## src/rtl/ffrc_pkg.sv

```systemverilog
// Shared constants, types and codes of the radiometric correction unit
package ffrc_pkg;

  localparam int FRAC_BITS_DEF = 16;

  localparam int PIX_W   = 16;   // signed raw pixel
  localparam int MAGIN_W = 16;   // pixel magnitude, up to 32768
  localparam int GAIN_W  = 24;   // flat gain
  localparam int COEF_W  = 32;   // scale factors and offset
  localparam int MAG_W   = 62;   // saturated intermediate magnitude
  localparam int WIDE_W  = 64;   // signed intermediate
  localparam int OUT_W   = 15;

  localparam int CFG_IDX_W  = 3;
  localparam int CFG_DATA_W = 32;

  localparam logic [MAG_W-1:0]  MAG_LIMIT   = '1;
  localparam logic [OUT_W-1:0]  OUT_MAX     = '1;
  localparam logic [COEF_W-1:0] RECIP_RESET = 32'h0001_0000;

  // Register indexes of the configuration port
  localparam logic [CFG_IDX_W-1:0] REG_FLAT_ENABLE = CFG_IDX_W'(0);
  localparam logic [CFG_IDX_W-1:0] REG_RESP_RECIP  = CFG_IDX_W'(1);
  localparam logic [CFG_IDX_W-1:0] REG_DN_OFFSET   = CFG_IDX_W'(2);
  localparam logic [CFG_IDX_W-1:0] REG_SCALE_RECIP = CFG_IDX_W'(3);

  typedef enum logic [1:0] {
    CLIP_NONE = 2'd0,
    CLIP_HIGH = 2'd1,
    CLIP_LOW  = 2'd2
  } clip_t;

  // Sign and magnitude of an intermediate value
  typedef struct packed {
    logic             neg;
    logic [MAG_W-1:0] mag;
  } smag_t;

endpackage

```

## src/rtl/ffrc_out_if.sv

```systemverilog
// Corrected pixel channel of the radiometric correction unit
interface ffrc_out_if;
  logic                        valid;
  logic                        ready;
  logic [ffrc_pkg::OUT_W-1:0]  corrected_dn;
  logic [1:0]                  clip_status;

  modport source (output valid, corrected_dn, clip_status, input ready);
  modport sink   (input valid, corrected_dn, clip_status, output ready);
endinterface

```

## src/rtl/ffrc_round_clip.sv

```systemverilog
// Round half up, clip to the output range and hold the result for the sink
module ffrc_round_clip #(
  parameter int FRAC_BITS = ffrc_pkg::FRAC_BITS_DEF
) (
  input  logic              clk,
  input  logic              rst,
  input  logic              in_valid,
  input  ffrc_pkg::smag_t   in_val,
  output logic              adv,
  ffrc_out_if.source        out_ch
);

  localparam int OUT_W  = ffrc_pkg::OUT_W;
  localparam int WIDE_W = ffrc_pkg::WIDE_W;
  localparam logic [WIDE_W-1:0] HALF     = WIDE_W'(1) << (FRAC_BITS - 1);
  localparam logic [WIDE_W-1:0] HIGH_LIM = WIDE_W'(ffrc_pkg::OUT_MAX) << FRAC_BITS;

  logic                res_valid;
  logic [OUT_W-1:0]    res_dn;
  ffrc_pkg::clip_t     res_status;

  logic [WIDE_W-1:0]   mag_wide;
  logic [WIDE_W-1:0]   t_pos;
  logic                load;
  logic [OUT_W-1:0]    dn_next;
  ffrc_pkg::clip_t     status_next;

  // Advance the pipeline unless a waiting result would be overwritten
  assign adv  = !in_valid || !res_valid || out_ch.ready;
  assign load = adv && in_valid;

  // A negative value adds the half against its magnitude
  always_comb begin
    mag_wide = WIDE_W'(in_val.mag);
    t_pos    = mag_wide + HALF;
    priority if (in_val.neg && (mag_wide > HALF)) begin
      dn_next     = '0;
      status_next = ffrc_pkg::CLIP_LOW;
    end else if (in_val.neg) begin
      dn_next     = '0;
      status_next = ffrc_pkg::CLIP_NONE;
    end else if (t_pos > HIGH_LIM) begin
      dn_next     = ffrc_pkg::OUT_MAX;
      status_next = ffrc_pkg::CLIP_HIGH;
    end else begin
      dn_next     = t_pos[FRAC_BITS +: OUT_W];
      status_next = ffrc_pkg::CLIP_NONE;
    end
  end

  // Output register
  always_ff @(posedge clk) begin
    if (rst) begin
      res_valid <= 1'b0;
    end else if (load) begin
      res_valid <= 1'b1;
    end else if (out_ch.ready) begin
      res_valid <= 1'b0;
    end
  end

  always_ff @(posedge clk) begin
    if (load) begin
      res_dn     <= dn_next;
      res_status <= status_next;
    end
  end

  assign out_ch.valid        = res_valid;
  assign out_ch.corrected_dn = res_dn;
  assign out_ch.clip_status  = res_status;

endmodule

```

## src/flat_wrapper.sv

```systemverilog
// flat-port wrapper written by rule: the top's interface ports become plain ports
module ffrc_round_clip_flat 
#(
  parameter int FRAC_BITS = ffrc_pkg::FRAC_BITS_DEF
)
  (clk, rst, in_valid, in_val, adv, out_ch_valid, out_ch_corrected_dn, out_ch_clip_status, out_ch_ready);
  ffrc_out_if out_ch_i ();
  input  logic clk;
  input  logic rst;
  input  logic in_valid;
  input  ffrc_pkg::smag_t in_val;
  output logic adv;
  output wire logic [$bits(out_ch_i.valid)-1:0] out_ch_valid;
  output wire logic [$bits(out_ch_i.corrected_dn)-1:0] out_ch_corrected_dn;
  output wire logic [$bits(out_ch_i.clip_status)-1:0] out_ch_clip_status;
  input wire logic [$bits(out_ch_i.ready)-1:0] out_ch_ready;
  assign out_ch_valid = out_ch_i.valid;
  assign out_ch_corrected_dn = out_ch_i.corrected_dn;
  assign out_ch_clip_status = out_ch_i.clip_status;
  assign out_ch_i.ready = out_ch_ready;
  ffrc_round_clip #(.FRAC_BITS(FRAC_BITS)) u_core (.clk(clk), .rst(rst), .in_valid(in_valid), .in_val(in_val), .adv(adv), .out_ch(out_ch_i));
endmodule
```

## config.mk

```make
export PLATFORM = sky130hd
export DESIGN_NAME = ffrc_round_clip_flat
export DESIGN_NICKNAME = d
export VERILOG_FILES = /design/src/rtl/ffrc_pkg.sv /design/src/rtl/ffrc_out_if.sv /design/src/rtl/ffrc_round_clip.sv /design/src/flat_wrapper.sv
export SDC_FILE = /design/constraint.sdc
export NUM_CORES = 1
export LEC_CHECK = 0
export BUFFER_PORTS_ARGS = -buffer_cell sky130_fd_sc_hd__clkbuf_2
export CAP_MARGIN = 20
export CORE_UTILIZATION = 40
export DETAILED_ROUTE_END_ITERATION = 7
export GPL_TIMING_DRIVEN = 0
export PLACE_DENSITY = 0.67
export SLEW_MARGIN = 10
export SYNTH_ARGS = -nofsm -noshare
export SYNTH_HDL_FRONTEND = slang
export SYNTH_SLANG_ARGS = --single-unit
export TNS_END_PERCENT = 30
```

## constraint.sdc

```tcl
create_clock -name clk -period 3.2 [get_ports clk]
set_input_delay 0.32 -clock clk [delete_from_list [all_inputs] [get_ports clk]]
set_output_delay 0.32 -clock clk [all_outputs]
set_load 0.02 [all_outputs]
```

==> flow_summary.yaml, run 1 <==
grt:
  grt_overflow_total: 0
  track_usage_pct: 22.8
  grt_pass1_wl_um: 11300
  antenna_found_initial: 0
  grt_max_degree: 18
  grt_pass1_vias: 2301
cts:
  cts_tree: "yes"
  ctsHoldBuffers: 0
  h-tree-depth: 1
  clockBufferDepth: 2
  root_buffer: "clkbuf_8"
  cts_setup_buffers: 0
  cts_resized: 0
  clk_latency_ps: 240
  clk_pin_slew_ps: 60
  numCtsBuffers: 3
  clock_sinks: 18
cells_and_area:
  drive_gt1_share_pct: 32.2
  num-nets-final: 439
  instances_no_fill: 441
  ff_latch_area_um2: 531
  fin_area_um2: 2900
  final_common_cell: "clkbuf_2"
  syn_to_final_growth_pct: 22.3
  diodes: 0
  multi_input_area_um2: 1730
  fin_util_pct: 51.7
  final_cell_mix: "clkbuf_2 (78), nor2_1 (23), nand2_1 (22), nand3_1 (22), nand4_1 (20)"
  fillers: 561
yosys:
  synth_adder_area_share_pct: 1.06
  synthCells: 287
  synthXorXnorAreaFrac_pct: 8.50
  yosys_warnings: 0
  synth.distinct_cells: 58
  synth_flop_cell: "edfxtp_1"
  synth-seq-cells: 18
  synth_top_family_by_area: "simple AND/OR/NAND/NOR gates"
  synth_edf_count: 17
  yosysSeqAreaShare_pct: 22.4
  synth-compound-area-share_pct: 16.6
  synth_fp_nets: 356
  syn_avg_cell_area_um2: 8.26
  async_reset_ff_share_pct: 0
  syn_area_um2: 2370
  muxShareOfSynthArea_pct: 0.844
  synthSimpleGateAreaFrac_pct: 45.8
timing:
  setup_slack_ps: 479
  layout_min_cycle_time_ps: 2720
  drv_slew: 0
  finalSetupTns_ps: 0
  setup_viol: 0
  finalClockSkew_ps: 2.29
  holdWs_ps: 228
  max_slew_margin_pct: 48.2
  finalHoldViolCount: 0
  rsz0062_at_grt: "no"
  max_freq_mhz: 367
  tightest_slew_ps: 774
  period_share_pct: 85.0
floorplan:
  die_h_um: 79.0
  initial_core_util_pct: 42.3
  die_area_um2: 6240
  core_area_um2: 5610
  die_x_um: 79.0
  pin_count: 86
  std_cell_rows: 27
worst_setup_path:
  cp_cell_sequence: "clkbuf_2 > nand3_1 > nor4_2 > nand4_1 > nor4_1 > or3_1 > buf_2 > a41oi_1"
  critPathRequiredTime_ps: 3150
  path_max_fanout: 10
  critPathLaunchType: "primary input"
  cp-end-kind: "register"
  cp_top_family: "simple AND/OR/NAND/NOR gates"
  critPathKind: "primary input to register"
  crit_buf_inv: 2
  max_stage_delay_ps: 530
  worst-endpoint-arrival_ps: 2670
  slowest_stage: "nor4_2"
route:
  drtIter0Drc: 144
  avgRoutedWirePerCell_um: 16.2
  finalWirelength_um: 7140
  via_per_inst: 6.08
  drc_errors: 0
  dr_total_vias: 2680
  drt-pass1-iter-count: 4
  ant_nets: 0
pwr:
  power.total_uw: 654
  p_leak_nw: 1.11
  power_density_nw_per_um2: 226
  vdd_drop_max_uv: 208
placed_design:
  port_buffers: 78
  dp_slack_ps: 257
  dp_hpwl_um: 5760
  gp_congestion: 0.940
  post_dp_cell_area_um2: 2850
  dpl.cell_count: 437
status:
  outcome: "finished, final reports clean"
run:
  drv_cap: 0
hold_path:
  hold_path.class: "primary input to register"
-- registers in the layout, summed over array words and instances (netlist names) --
name,flops
u_core.out_ch.valid,1
u_core.out_ch.clip_status,2
u_core.out_ch.corrected_dn,15
-- cells in the mapped netlist, types with 2 or more instances --
cell type / count / share of area, %
a21oi_1: 9 / 1.9
a31oi_1: 6 / 1.6
a41oi_1: 7 / 2.6
a41oi_2: 4 / 2.7
and2_1: 7 / 1.8
and3_1: 14 / 3.7
and4_1: 10 / 3.7
buf_2: 6 / 1.3
buf_4: 3 / 0.95
buf_6: 3 / 1.4
clkbuf_1: 3 / 0.47
edfxtp_1: 17 / 22
ha_1: 2 / 1.1
inv_1: 4 / 0.63
mux2i_1: 2 / 0.84
nand2_1: 22 / 3.5
nand3_1: 22 / 4.6
nand4_1: 20 / 5.3
nand4_2: 5 / 2.6
nor2_1: 23 / 3.6
nor2b_1: 2 / 0.53
nor3_1: 10 / 2.1
nor3_2: 2 / 0.84
nor4_1: 17 / 4.5
nor4_2: 3 / 1.6
nor4_4: 3 / 2.7
o2111ai_1: 2 / 0.74
o21a_1: 2 / 0.63
o21ai_0: 2 / 0.42
o22ai_1: 3 / 0.79
o31ai_1: 2 / 0.63
or2_2: 2 / 0.53
or3_1: 2 / 0.53
xnor2_1: 12 / 4.4
xor2_1: 11 / 4.1
-- final timing paths --
kind                            start                             end  slack [ps]  cells past startpoint
hold / removal                    rst             u_core.out_ch.valid         230                      2
hold reg to reg   u_core.out_ch.valid             u_core.out_ch.valid         630                      3
setup / recovery           in_val[37]  u_core.out_ch.corrected_dn[10]         480                      8
setup reg to reg  u_core.out_ch.valid  u_core.out_ch.corrected_dn[14]        1740                      2
-- layer usage --
metal  share of wire, %  GRT usage [%]
met2                 48           37.4
met5                  0              0
met4                1.6           7.64
met1                 45           31.0
met3                5.8           2.53
-- kinds of logic after synthesis --
kind of cell	count (synthesis)
DFF	18
AOI/OAI and AO/OA	49
buffers and inverters	20
and+or+nand+nor	173
xor gates and xnor gates	23
muxes	2
adders and majority gates	2
-- layout make-up --
type                            count  share of cell area [%]
Clock buffer                        3                    1.42
Timing Repair Buffer               78                    13.5
Clock inverter                      1                   0.129
Inverter                            4                   0.518
Multi-Input combinational cell    249                    59.6
Tap cell                           72                    3.11
Buffer                             16                    3.50
Sequential cell                    18                    18.3
-- worst register-to-register path: stages, from the launching register on --
cell     delay [ps]
dfxtp_1         310
nor2b_1         150
nor2b_2         620
-- where the power goes --
group | internal [mW] | leakage (nW) | switching [mW]
sequential | 0.274 | 0.173 | 0.00328
clock | 0.0849 | 0.0231 | 0.0659
combinational | 0.0829 | 0.913 | 0.143
Power figures use the tool's default switching activity.
==> run 2, diff against run 1 <==
--- a/config.mk
+++ b/config.mk
@@ -7,10 +7,10 @@
 export LEC_CHECK = 0
 export BUFFER_PORTS_ARGS = -buffer_cell sky130_fd_sc_hd__clkbuf_2
 export CAP_MARGIN = 20
-export CORE_UTILIZATION = 40
+export CORE_UTILIZATION = 45
 export DETAILED_ROUTE_END_ITERATION = 7
 export GPL_TIMING_DRIVEN = 0
-export PLACE_DENSITY = 0.67
+export PLACE_DENSITY = 0.74
 export SLEW_MARGIN = 10
 export SYNTH_ARGS = -nofsm -noshare
 export SYNTH_HDL_FRONTEND = slang
==> run 2 against run 1 <==
Compared with the run above:
- count of clock-buffer cells in the layout up 1
- combinational power about the same
- fmax up 1.6%
- setup slack better by 43 ps
- register-to-register slack worse by 110 ps
- critical path depth up 2
- global-route usage up 2.2 points
- largest power group unchanged
==> flow_summary.yaml, run 2 (synthesized netlist as in run 1, its figures left out) <==
status:
  outcome: "finished, final reports clean"
grt:
  grt_pass1_wl_um: 10700
  grt_overflow_total: 0
  grt_max_degree: 11
  antenna_found_initial: 0
  track_usage_pct: 25.0
  grt_pass1_vias: 2251
placed_design:
  dpl.cell_count: 436
  dp_slack_ps: 308
  dp_hpwl_um: 5510
  post_dp_cell_area_um2: 2860
  port_buffers: 78
  gp_congestion: 0.988
timing:
  rsz0062_at_grt: "no"
  setup_slack_ps: 521
  finalHoldViolCount: 0
  period_share_pct: 83.7
  layout_min_cycle_time_ps: 2680
  drv_slew: 0
  finalSetupTns_ps: 0
  finalClockSkew_ps: 0.725
  tightest_slew_ps: 663
  max_freq_mhz: 373
  setup_viol: 0
  max_slew_margin_pct: 55.7
pwr:
  netSwitchingPower_uw: 212
  vdd_drop_max_uv: 120
  seq_power_share_pct: 42.1
  power.total_uw: 658
  power_density_nw_per_um2: 227
  p_comb_share_pct: 34.3
  p_leak_nw: 1.11
  p_int_uw: 446
  swShare_pct: 32.2
  clockPowerShare_pct: 23.6
worst_setup_path:
  r2r-end: "u_core.out_ch.corrected_dn[2]"
  r2r-start: "u_core.out_ch.valid"
  ff2ff_setup_slack_ps: 1630
  startpoint: "in_val[37]"
  critPathRequiredTime_ps: 3180
  critPathKind: "primary input to register"
  path_max_fanout: 10
  cp-end-kind: "register"
  rr_worst_depth: 3
  worstSetupEndpoint: "u_core.out_ch.corrected_dn[12]"
  worst-endpoint-arrival_ps: 2660
  critPathLaunchType: "primary input"
route:
  drtIter0Drc: 204
  via_per_inst: 6.15
  avgRoutedWirePerCell_um: 15.6
  dr_total_vias: 2706
  ant_nets: 0
  drt-pass1-iter-count: 5
  finalWirelength_um: 6880
  drc_errors: 0
floorplan:
  std_cell_rows: 26
  die_x_um: 74.6
  die_area_um2: 5560
  initial_core_util_pct: 46.7
  die_h_um: 74.6
  pin_count: 86
  core_area_um2: 5070
cells_and_area:
  final_cell_mix: "clkbuf_2 (78), nor2_1 (23), nand2_1 (22), nand3_1 (22), nand4_1 (20)"
  num-nets-final: 440
  fin_area_um2: 2900
  instances_no_fill: 440
  syn_to_final_growth_pct: 22.4
  final_common_cell: "clkbuf_2"
  largest_reg_flops: 15
  drive_gt1_share_pct: 32.2
  diodes: 0
cts:
  cts_resized: 0
  cts_setup_buffers: 0
  clockBufferDepth: 2
  h-tree-depth: 1
  ctsHoldBuffers: 0
  clk_latency_ps: 250
  clk_pin_slew_ps: 60
  root_buffer: "clkbuf_8"
  cts_tree: "yes"
  clock_sinks: 18
  numCtsBuffers: 3
hold_path:
  hold_path.class: "primary input to register"
run:
  drv_cap: 0
[run 2: changes by cell type in the layout (fill, tap and decap cells not counted), sizes merged]
cell and delta:
buf +1, clkinv -1, clkbuf +1
[run 2: worst max-delay path, stage by stage]
cell and delay [ps]:
clkbuf_2 160, and3_1 170, clkbuf_1 270, nand4_1 130
nor4_1 370, nand2_1 100, a221o_1 410, nor4_4 400
buf_6 210, a41oi_2 120
[run 2: power groups by stage]
stage          clock network [mW]  registers [mW]  logic [mW]
6_report                    0.155           0.277       0.226
5_1_grt                     0.168           0.279       0.245
4_1_cts                     0.162           0.277       0.222
3_5_place_dp                    0           0.282       0.221
3_3_place_gp                    0           0.282       0.217
2_1_floorplan                   0           0.300       0.101
[run 2: routing by layer]
layer	share of wire (%)	vias up	global-route usage, %
met5	0	-	0
met4	1.7	0	7.76
li1	-	1327	-
met2	47	138	41.4
met3	7.4	13	2.03
met1	44	1228	34.6
[run 2: layout make-up]
class | instances | area (µm²)
buffer | 16 | 101
clock buffer | 4 | 45.0
fill | 513 | 2170
inverter | 4 | 15.0
multi-input combinational | 249 | 1720
sequential | 18 | 531
tap | 70 | 87.6
timing repair buffer | 79 | 398
[run 2: how the worst min path moves through the flow]
| stage | start | cells past startpoint | end |
|---|---|---|---|
| final | rst | 2 | u_core.out_ch.valid |
| after global routing | rst | 2 | u_core.out_ch.valid |
| after CTS | rst | 2 | u_core.out_ch.valid |
| after detailed placement | rst | 2 | u_core.out_ch.valid |
| after global placement | rst | 2 | u_core.out_ch.valid |
| after floorplan | rst | 1 | u_core.out_ch.valid |
[run 2: through the flow]
step	util, %	hold slack (ps)
2_1_floorplan	-	392
3_3_place_gp	56.1	485
3_5_place_dp	56.3	488
4_1_cts	57.2	216
5_1_grt	57.2	215
6_report	57.2	224
