<file path="config.mk">
export PLATFORM = sky130hd
export DESIGN_NAME = ffrc_offset
export DESIGN_NICKNAME = d
export VERILOG_FILES = /design/src/rtl/ffrc_pkg.sv /design/src/rtl/ffrc_offset.sv
export SDC_FILE = /design/constraint.sdc
export NUM_CORES = 1
export LEC_CHECK = 0
export ABC_AREA = 1
export BUFFER_PORTS_ARGS = -buffer_cell sky130_fd_sc_hd__buf_2
export CAP_MARGIN = 5
export CORE_UTILIZATION = 40
export DETAILED_ROUTE_END_ITERATION = 6
export GPL_TIMING_DRIVEN = 0
export PLACE_DENSITY = 0.63
export SLEW_MARGIN = 20
export SYNTH_ARGS = -nofsm -noshare
export SYNTH_HDL_FRONTEND = slang
export SYNTH_SLANG_ARGS = --single-unit
</file>
<file path="constraint.sdc">
create_clock -name clk -period 2.65 [get_ports clk]
set_clock_uncertainty 0.05 [all_clocks]
set_input_delay 0.1325 -clock clk [delete_from_list [all_inputs] [get_ports clk]]
set_output_delay 0.1325 -clock clk [all_outputs]
set_load 0.02 [all_outputs]
</file>
<file path="src/rtl/ffrc_pkg.sv">
// Shared constants, types and codes of the radiometric correction unit
package ffrc_pkg;

  localparam int FRAC_BITS_DEF = 16;

  localparam int PIX_W   = 16;   // signed raw pixel
  localparam int MAGIN_W = 16;   // pixel magnitude, up to 32768
  localparam int GAIN_W  = 24;   // flat gain
  localparam int COEF_W  = 32;   // scale factors and offset
  localparam int MAG_W   = 62;   // saturated intermediate magnitude
  localparam int WIDE_W  = 64;   // signed intermediate
  localparam int OUT_W   = 15;

  localparam int CFG_IDX_W  = 3;
  localparam int CFG_DATA_W = 32;

  localparam logic [MAG_W-1:0]  MAG_LIMIT   = '1;
  localparam logic [OUT_W-1:0]  OUT_MAX     = '1;
  localparam logic [COEF_W-1:0] RECIP_RESET = 32'h0001_0000;

  // Register indexes of the configuration port
  localparam logic [CFG_IDX_W-1:0] REG_FLAT_ENABLE = CFG_IDX_W'(0);
  localparam logic [CFG_IDX_W-1:0] REG_RESP_RECIP  = CFG_IDX_W'(1);
  localparam logic [CFG_IDX_W-1:0] REG_DN_OFFSET   = CFG_IDX_W'(2);
  localparam logic [CFG_IDX_W-1:0] REG_SCALE_RECIP = CFG_IDX_W'(3);

  typedef enum logic [1:0] {
    CLIP_NONE = 2'd0,
    CLIP_HIGH = 2'd1,
    CLIP_LOW  = 2'd2
  } clip_t;

  // Sign and magnitude of an intermediate value
  typedef struct packed {
    logic             neg;
    logic [MAG_W-1:0] mag;
  } smag_t;

endpackage

</file>
<file path="src/rtl/ffrc_offset.sv">
// Offset subtraction with magnitude clamp, three stages
module ffrc_offset (
  input  logic                                clk,
  input  logic                                rst,
  input  logic                                en,
  input  logic                                in_valid,
  input  ffrc_pkg::smag_t                     in_val,
  input  logic signed [ffrc_pkg::COEF_W-1:0]  dn_offset,
  output logic                                out_valid,
  output ffrc_pkg::smag_t                     out_val
);

  localparam int MAG_W  = ffrc_pkg::MAG_W;
  localparam int WIDE_W = ffrc_pkg::WIDE_W;

  logic                     v1;
  logic                     v2;
  logic signed [WIDE_W-1:0] b_val;
  logic signed [WIDE_W-1:0] diff;
  logic signed [WIDE_W-1:0] off_wide;
  logic [WIDE_W-1:0]        diff_abs;
  logic [WIDE_W-1:0]        mag_wide;

  assign off_wide = WIDE_W'(dn_offset);
  assign mag_wide = WIDE_W'(in_val.mag);

  // Advance valid bits
  always_ff @(posedge clk) begin
    if (rst) begin
      v1        <= 1'b0;
      v2        <= 1'b0;
      out_valid <= 1'b0;
    end else if (en) begin
      v1        <= in_valid;
      v2        <= v1;
      out_valid <= v2;
    end
  end

  // Signed value, then difference
  always_ff @(posedge clk) begin
    if (en) begin
      b_val <= in_val.neg ? -$signed(mag_wide) : $signed(mag_wide);
      diff  <= b_val - off_wide;
    end
  end

  // Back to sign and magnitude, clamp the magnitude
  always_comb begin
    diff_abs = diff[WIDE_W-1] ? WIDE_W'(-diff) : WIDE_W'(diff);
  end

  always_ff @(posedge clk) begin
    if (en) begin
      out_val.neg <= diff[WIDE_W-1];
      out_val.mag <= (diff_abs > WIDE_W'(ffrc_pkg::MAG_LIMIT)) ? ffrc_pkg::MAG_LIMIT
                                                               : diff_abs[MAG_W-1:0];
    end
  end

endmodule

</file>
==> metrics.cfg, run 1 <==
[status]
outcome=finished, final reports clean

[sta]
fin_tns_setup_ns=0
fmax_mhz=391
worst_slew_pin_slew_ns=0.816
period_share_pct=96.4
setup_violations=0
hold_viol=0
period_needed_ns=2.55
rsz0062_at_grt=no
slew_headroom_pct=45.6
slew_viol_final=0

[global_routing]
grt_max_degree=69
grt_pass1_vias=16000
antenna_found_initial=0
grt_pass1_wl_mm=87.3
grt.total_usage_pct=27.1
grt_overflow=0

[cells_and_area]
most-common-layout-cells=nand2_1, inv_1, nor2_1
final_common_cell=nand2_1
area_delta_synth_final_pct=15.7
drive_above_1_share_pct=8.30
nets=3033
diodes=0

[critical_path]
crit-reg2reg-launch=b_val[49]
worstPathRequired_ns=2.81
cpMaxStageDelayCell=ha_1
cp_common_cell=nand2_1
max_stage_delay_ns=0.46
crit_arrival_ns=2.71
start_kind=flop
cp_max_fo=5
crit_path_end_kind=flop
path_class=flop to flop
cp_cell_sequence=ha_1 > nand2_1 > nor2_1 > nand2_1 > nor2_1 > and3_1 > nand2_1 > nand4_1 > nand2_1
critPathBufInv=0
crit_start=b_val[49]
cp_top_family=simple AND/OR/NAND/NOR gates

[pwr]
power_leakage_nw=9.76
power_w=0.0105
peakVddDrop_uv=284
powerDensity_nw_per_um2=541

[logic_synthesis]
async_reset_ff_share_pct=0
ys_ff_latch=194
synth_edf_count=191
syn_inst=2635
synth_warnings=0
synth_nets=2800
syn_area_sq_um=16800
ys.flop_type=edfxtp_1
synthDistinctLibCells=39
ys_seq_area_share_pct=34.4
syn_avg_cell_area_sq_um=6.39

[clock_tree]
cts_root_buf=clkbuf_16
cts_buffers=17
clkLatencyLatePin_ns=0.47
cts_max_path_buffers=2
cts_tree=built
clock-sinks=194
htreeDepth=4
path_clk_slew_ns=0.07

[drt]
topRoutingLayerUsed=met4
wl_met1_mm=24.1
drt_iter0_drc=960
dr.pass1.iters=7
finalWirelength_mm=57.7
routed_via_density=4.84
wl_met3_mm=1.84
wl_per_cell_um=16.9
antenna_left=0
wl_met2_mm=28.9
drcViolationCount=0
vias=16500

[floorplan]
rows=74
die_x_um=207
dieArea_sq_um=42900
ios=163
die_y_um=207
core_sq_um=41200
initial_utilization_pct=40.9

[place]
port_buffers=161
dp_hpwl_mm=49.8
gp_congestion=0.945

[worst_hold_path]
holdCritPathClass=primary input to flop
hp-start=in_val[6]

[run]
drv_cap=0

==> cells by family after synthesis <==
kind of cell / count (synthesis) / synth area share (%)
XOR/XNOR: 116 / 6.03
AO/OA/AOI/OAI: 97 / 3.08
flip-flops: 194 / 34.4
adder cells (fa/ha/maj): 66 / 4.95
AND/OR/NAND/NOR: 1687 / 40.4
buffers and inverters: 475 / 11.1
==> path summary, 6_finish.rpt <==
path	slack, ns	end	depth (start not counted)
max reg2reg	0.1	diff[50]	9
min reg2reg	0.41	out_valid	2
min	0.03	b_val[6]	3
max	0.1	diff[50]	9
==> tightest hold or removal path, delay by kind of cell <==
| family | cells | cell delay [ns] |
|---|---|---|
| XOR/XNOR | 1 | 0.14 |
| buffers and inverters | 2 | 0.15 |
==> synthesized netlist by cell type, types with 3 or more instances <==
| cell | number | share of area (%) |
|---|---|---|
| nor4_1 | 5 | 0.19 |
| edfxtp_1 | 191 | 34 |
| nand3b_1 | 13 | 0.58 |
| o211ai_1 | 3 | 0.13 |
| xnor2_1 | 24 | 1.2 |
| a21oi_1 | 52 | 1.5 |
| nor3_1 | 24 | 0.71 |
| inv_1 | 444 | 9.9 |
| and3_1 | 6 | 0.22 |
| and2_1 | 4 | 0.15 |
| nand3_2 | 6 | 0.36 |
| xor2_1 | 92 | 4.8 |
| buf_2 | 3 | 0.089 |
| dfxtp_1 | 3 | 0.36 |
| clkbuf_1 | 16 | 0.36 |
| nand2_1 | 1026 | 23 |
| buf_6 | 7 | 0.47 |
| nand4_1 | 21 | 0.78 |
| nand2_2 | 3 | 0.11 |
| nand3_1 | 183 | 5.4 |
| ha_1 | 65 | 4.8 |
| o21ai_0 | 32 | 0.95 |
| nor2_1 | 386 | 8.6 |
| nor2_2 | 6 | 0.22 |
==> sequential cells by signal, indices dropped and copies added, names as in the netlist <==
signal and cells:
out_valid 1, v1 1, out_val 63, diff 64
v2 1, b_val 64
==> report_power, final <==
group	total, W	switching [W]	internal [W]
sequential	0.00427	0.000283	0.00399
clock	0.00249	0.00126	0.00123
combinational	0.00379	0.00252	0.00126
total	0.0105	0.00407	0.00648
==> routing by layer <==
layer	track usage, %	vias to the layer above
met5	0	-
met4	14.0	0
met3	2.29	91
met2	49.9	407
met1	31.2	7394
li1	-	8636
==> what timing repair did <==
item | 4_1_cts | 5_1_grt
endpoints found under the hold margin | 49 | 0
gates resized for setup | 8 | 9
setup endpoints to repair | 68 | 53
buffers inserted | 1 | 1
hold buffers | 48 | 0
gates cloned | 1 | 0
pin swaps | 1 | 1
==> stage by stage <==
stage	instances	hold WS [ns]	worst slack [ns]	area [sq um]	util, %
after global routing	3413	0.0252	0.00197	19500	47.3
after detailed placement	3330	0.281	-0.566	18400	44.6
after CTS	3412	0.000277	0.00424	19500	47.2
final	3413	0.0266	0.0951	19500	47.3
after global placement	3328	0.272	-1.05	18300	44.4
after floorplan	2635	0.152	0.410	16800	-
==> layout make-up <==
type                    instances  area [sq um]
clock buffers                  18           429
fillers                      4364         21700
well taps                     532           666
flip-flops and latches        194          5800
repair buffers                213          1380
inverters                     445          1670
plain buffers                  30           195
clock inverters                14           123
multi-input cells            1966          9220
repair inverters                1          7.51
Power figures use the tool's default switching activity.
==> run 2, diff against run 1 <==
- PLACE_DENSITY: 0.63 -> default
==> run 2 against run 1 <==
Power is 0.34% higher. Combinational power hardly changed. Setup slack better by 0.015 ns. Fmax is 0.58% higher. Clock power hardly changed. Sequential power hardly changed. Via count is 0.74% higher. Worst hold slack better by 0.0045 ns. Utilization is 0.082 points higher. Sequential share of layout area is 0.051 points lower. Critical path depth is 6 higher. Routed wire length is 0.16% higher.
==> metrics.cfg, run 2 (synthesized netlist as in run 1, its figures left out) <==
[drt]
vias=16700  ; +0.74%
finalWirelength_mm=57.8  ; +0.16%
routed_via_density=4.87  ; +0.65%
drt_iter0_drc=944  ; -1.7%
wl_per_cell_um=16.9  ; about the same
dr.pass1.iters=5  ; -2
drcViolationCount=0  ; unchanged
antenna_left=0  ; unchanged

[place]
place_inst=3330  ; unchanged
dp_hpwl_mm=49.5  ; -0.57%
gp_congestion=0.929  ; -1.7%
port_buffers=161  ; unchanged
placed_cell_area_sq_um=18400  ; unchanged

[clock_tree]
clkLatencyLatePin_ns=0.48  ; about the same
cts_max_path_buffers=2  ; unchanged
cts_root_buf=clkbuf_16
htreeDepth=4  ; unchanged
clock-sinks=194  ; unchanged
cts_tree=built
cts_buffers=17  ; unchanged
path_clk_slew_ns=0.07  ; about the same

[global_routing]
grt_max_degree=73  ; +5.8%
grt_overflow=0  ; unchanged
grt.total_usage_pct=27.2  ; +0.075 points
grt_pass1_vias=16400  ; +1.9%
grt_pass1_wl_mm=88.0  ; +0.82%
antenna_found_initial=0  ; unchanged

[sta]
hold_viol=0  ; unchanged
slew_viol_final=0  ; unchanged
setup_violations=0  ; unchanged
slew_headroom_pct=44.4  ; -1.1 points
period_needed_ns=2.54  ; -0.0148 ns
fin_tns_setup_ns=0  ; unchanged
worst_slew_pin_slew_ns=0.834  ; +0.0171 ns
period_share_pct=95.9  ; -0.56 points
fmax_mhz=394  ; +0.58%

[floorplan]
die_x_um=207  ; unchanged
die_y_um=207  ; unchanged
dieArea_sq_um=42900  ; unchanged
initial_utilization_pct=40.9  ; unchanged
rows=74  ; unchanged
core_sq_um=41200  ; unchanged
ios=163  ; unchanged

[critical_path]
crit_path_end_kind=flop
crit_start=b_val[0]
path_class=flop to flop
cp_max_fo=5  ; unchanged
start_kind=flop
crit_arrival_ns=2.71  ; about the same
worstPathRequired_ns=2.82  ; about the same
crit-reg2reg-launch=b_val[0]

[cells_and_area]
postLayoutCoreUtil_pct=47.4  ; +0.082 points
area_delta_synth_final_pct=15.9
most-common-layout-cells=nand2_1, inv_1, nor2_1
final_common_cell=nand2_1
reg_top3=b_val x64, diff x64, out_val x63
nets=3036  ; +0.099%
finalNonFillerCells=3416  ; +0.088%
drive_above_1_share_pct=8.43  ; +0.13 points
diodes=0  ; unchanged
final_area_sq_um=19500  ; +0.17%
fill_cells=4316  ; -1.1%

[run]
drv_cap=0  ; unchanged

[status]
outcome=finished, final reports clean

[worst_hold_path]
holdCritPathClass=primary input to flop
hp-start=en

[pwr]
power_leakage_nw=9.77  ; +0.13%
powerDensity_nw_per_um2=542  ; +0.16%
peakVddDrop_uv=286  ; +0.80%

run 2: layout make-up:
| class | instances | area, sq um | area share (%) |
|---|---|---|---|
| multi-input cells | 1966 | 9220 | 47.2 |
| flip-flops and latches | 194 | 5800 | 29.7 |
| inverters | 445 | 1670 | 8.58 |
| repair buffers | 216 | 1410 | 7.20 |
| well taps | 532 | 666 | 3.41 |
| clock buffers | 17 | 425 | 2.18 |
| plain buffers | 30 | 195 | 1.00 |
| clock inverters | 15 | 129 | 0.660 |
| repair inverters | 1 | 7.51 | 0.0385 |
run 2: power breakdown:
group,leakage (nW),internal (W),switching (W)
registers,1.85,0.00399,0.000288
clock network,0.272,0.00122,0.00128
logic,7.65,0.00127,0.00253
run 2: per-layer routing:
layer | vias up | wire [um] | global-route usage, %
li1 | 8646 | - | -
met2 | 436 | 28700 | 50.5
met4 | 0 | 2970 | 14.4
met1 | 7456 | 24200 | 30.8
met5 | - | 0 | 0
met3 | 112 | 1930 | 2.21
run 2: worst paths after layout:
kind | to | slack (ns) | cells after the start
min | out_val[11] | 0.03 | 1
max | diff[62] | 0.11 | 15
min reg2reg | v2 | 0.41 | 2
max reg2reg | diff[62] | 0.11 | 15
run 2: metrics by stage:
stage / hold WS (ns) / worst slack, ns / total power, W
2_1_floorplan: 0.152 / 0.410 / 0.00674
3_3_place_gp: 0.272 / -1.06 / 0.00800
3_5_place_dp: 0.274 / -0.533 / 0.00802
4_1_cts: 0.0144 / 0.00722 / 0.0106
5_1_grt: 0.0468 / -0.00819 / 0.0112
6_report: 0.0311 / 0.110 / 0.0106
run 2: worst max-delay path, stage by stage (launching register included):
cell      delay (ns)
edfxtp_1        0.33
inv_1           0.09
ha_1            0.23
fa_2            0.38
inv_2           0.10
nand3_1         0.10
nand2_2         0.12
nand2_1         0.07
nand2_2         0.13
nand2_1         0.07
nand2_1         0.12
nand2_1         0.11
nand2_4         0.11
nand2_1         0.10
nand3_1         0.09
nand2_1         0.09
run 2: timing repair:
item,in CTS,in global routing
cloned,1,0
hold buffers,50,0
endpoints found under the setup margin,68,70
gates resized for setup,8,11
hold endpoints to repair,51,0
pin swaps,1,1
buffers inserted,1,2
==> run 3, diff against run 2 <==
- ABC_AREA: 1 -> default
==> run 3 against run 2 <==
The flow now finishes with violations (negative setup slack). Fmax decreased by 30%. Largest cell class unchanged. Die area shrank 24%. Highest routed layer unchanged. Synthesized cell count fell by 52%. Clock-buffer cell count rose by 2. Cell area shrank 12%. Clock power is 2% lower. Global-route usage is 7.0 points lower.
==> metrics.cfg, run 3 <==
[logic_synthesis]
synth_top_family_by_area=compound AO/OA/AOI/OAI gates
synth_nets=1438  ; -49%
synth_edf_count=191  ; unchanged
async_reset_ff_share_pct=0  ; unchanged
ys_seq_area_share_pct=45.2  ; +11 points
synth_fa_ha_area_share_pct=6.50  ; +1.5 points
synth_area_leader_cell=edfxtp_1
synthDistinctLibCells=69  ; +77%
synth_warnings=0  ; unchanged
synth.most_common_cell=edfxtp_1
ys.flop_type=edfxtp_1
synthTopCellsByArea=edfxtp_1, xor2_1, ha_1, xnor2_1, nand2_1
syn_avg_cell_area_sq_um=10.1  ; +58%
syn_area_sq_um=12800  ; -24%
synth_compound_area_share_pct=17.0  ; +14 points
syn_inst=1273  ; -52%
ys_top_cells_by_count=edfxtp_1, nand2_1, xor2_1
synth_top_area_share_pct=44.7  ; +11 points
yosys.area_share.simple_pct=15.4  ; -25 points
synthMuxAreaShare_pct=0.390  ; +0.39 points
ys_ff_latch=194  ; unchanged
synth_xor_area_share_pct=12.0  ; +6.0 points

[critical_path]
start_kind=flop
cp_max_fo=10  ; +5
crit_path_end_kind=flop
crit_arrival_ns=3.75  ; +1.04 ns
worstPathRequired_ns=2.78  ; -0.04 ns
path_class=flop to flop

[sta]
slew_viol_final=0  ; unchanged
slew_headroom_pct=54.8  ; +10 points
fmax_mhz=277  ; -30%
rsz0062_at_grt=yes
fin_tns_setup_ns=-65.69  ; -65.69 ns
hold_viol=0  ; unchanged
worst_slew_pin_slew_ns=0.677  ; -0.156 ns
period_needed_ns=3.61  ; +1.07 ns
setup_slack_ns=-0.962  ; -1.07 ns
period_share_pct=136  ; +40 points
setup_violations=95  ; +95

[global_routing]
grt_pass1_wl_mm=52.8  ; -40%
grt_max_degree=80  ; +9.6%
grt_pass1_vias=10300  ; -37%
grt.total_usage_pct=20.1  ; -7.0 points
grt_overflow=0  ; unchanged
antenna_found_initial=0  ; unchanged

[pwr]
peakVddDrop_uv=515  ; +80%
powerDensity_nw_per_um2=624  ; +15%
power_leakage_nw=6.41  ; -34%

[clock_tree]
cts_tree=built
clock-sinks=194  ; unchanged
cts_buffers=17  ; unchanged
htreeDepth=4  ; unchanged
cts_max_path_buffers=2  ; unchanged
clkLatencyLatePin_ns=0.45  ; -0.03 ns
cts_root_buf=clkbuf_16
path_clk_slew_ns=0.08  ; about the same

[run]
drv_cap=0  ; unchanged

[cells_and_area]
area_delta_synth_final_pct=33.3
most-common-layout-cells=edfxtp_1, buf_2, nand2_1
fill_cells=2814  ; -35%
nets=1726  ; -43%
diodes=0  ; unchanged
reg_top3=b_val x64, diff x64, out_val x63
postLayoutCoreUtil_pct=54.2  ; +6.8 points
drive_above_1_share_pct=30.1  ; +22 points
final_common_cell=edfxtp_1

[worst_hold_path]
holdCritPathClass=primary input to flop

[place]
port_buffers=162  ; +0.62%
dp_hpwl_mm=24.8  ; -50%
gp_congestion=0.856  ; -7.8%

[drt]
drt_iter0_drc=578  ; -39%
drcViolationCount=0  ; unchanged
dr.pass1.iters=5  ; unchanged
vias=10500  ; -37%
antenna_left=0  ; unchanged
finalWirelength_mm=33.3  ; -42%
wl_per_cell_um=16.8  ; -0.43%
routed_via_density=5.32  ; +9.2%

[floorplan]
rows=65  ; -12%
initial_utilization_pct=40.7  ; -0.21 points
core_sq_um=31600  ; -23%
die_x_um=181  ; -13%
die_y_um=181  ; -13%
dieArea_sq_um=32800  ; -24%
ios=163  ; unchanged

[status]
violations=negative setup slack
outcome=finished, violations left

## run 3: cell count changes in the layout (fill, tap and decap cells not counted), sizes merged, moves of 19 or more
cell   change
buf       +58
o31ai     +40
xnor2     +59
nand3    -170
or4       +19
o21ai     +51
nor2     -341
a21oi     +29
inv      -384
a21o      +26
nand2    -883
or3       +34
## run 3: cell type report
| cell class | instances | area (sq um) | share of cell area, % |
|---|---|---|---|
| Timing Repair Buffer | 278 | 1960 | 11.4 |
| Clock buffer | 19 | 433 | 2.53 |
| Sequential cell | 194 | 5800 | 33.9 |
| Clock inverter | 13 | 103 | 0.600 |
| Tap cell | 402 | 503 | 2.94 |
| Timing Repair inverter | 1 | 7.51 | 0.0439 |
| Inverter | 59 | 225 | 1.32 |
| Multi-Input combinational cell | 969 | 7730 | 45.2 |
| Buffer | 41 | 340 | 1.99 |
## run 3: routing by layer
layer / global-route usage [%] / wire length, um / vias up / share of wire (%)
met5: 0 / 0 / - / 0
met4: 6.58 / 602 / 0 / 1.8
met3: 2.94 / 1460 / 32 / 4.4
met2: 31.2 / 14900 / 267 / 45
met1: 28.8 / 16300 / 4912 / 49
li1: - / - / 5305 / -
## run 3: path summary, 6_finish.rpt
kind                                  from  cells past startpoint  slack [ns]     endpoint
worst max-delay path              diff[21]                     11       -0.96  out_val[50]
worst min-delay path            in_val[58]                      2        0.02    b_val[58]
worst max register to register    diff[21]                     11       -0.96  out_val[50]
worst min register to register    diff[63]                      0        0.40  out_val[62]
## run 3: worst max-delay path: stages (launching register included)
cell and delay, ns:
edfxtp_1 0.40, or4_4 0.55, or3_4 0.35, nand3b_4 0.17, or3_4 0.35, or3_1 0.33
or4_4 0.42, o21a_1 0.23, a21oi_4 0.15, buf_12 0.17, buf_6 0.13, nand2_1 0.07
## run 3: report_power, final
group / switching, W / internal [W] / total, W / leakage, nW
sequential: 0.000295 / 0.00407 / 0.00437 / 1.85
clock: 0.00122 / 0.00122 / 0.00244 / 0.251
combinational: 0.00218 / 0.00169 / 0.00387 / 4.31
## run 3: what timing repair did
| item | CTS | global route |
|---|---|---|
| hold endpoints to repair | 51 | 0 |
| hold buffers | 50 | 0 |
| buffers inserted | 38 | 27 |
| endpoints found under the setup margin | 106 | 117 |
| pin swaps | 44 | 48 |
| gates cloned | 2 | 0 |
| gates resized for setup | 98 | 90 |
## run 3: through the flow
step	setup WS (ns)	instances	total power [W]	hold slack, ns	cell area [sq um]
finish	-0.962	1976	0.0107	0.0180	17100
global route	-1.05	1976	0.0112	0.0238	17100
CTS	-0.964	1952	0.0104	0.00182	16500
detailed placement	-1.38	1839	0.00761	0.277	14700
global placement	-1.34	1837	0.00757	0.273	14600
floorplan	-0.888	1273	0.00663	0.155	13300
## run 3: cells by family after synthesis
group / after synthesis
buffers and inverters: 110
flip-flops: 194
AND/OR/NAND/NOR: 386
XOR/XNOR: 176
multiplexers: 5
AO/OA/AOI/OAI: 336
adder cells (fa/ha/maj): 66
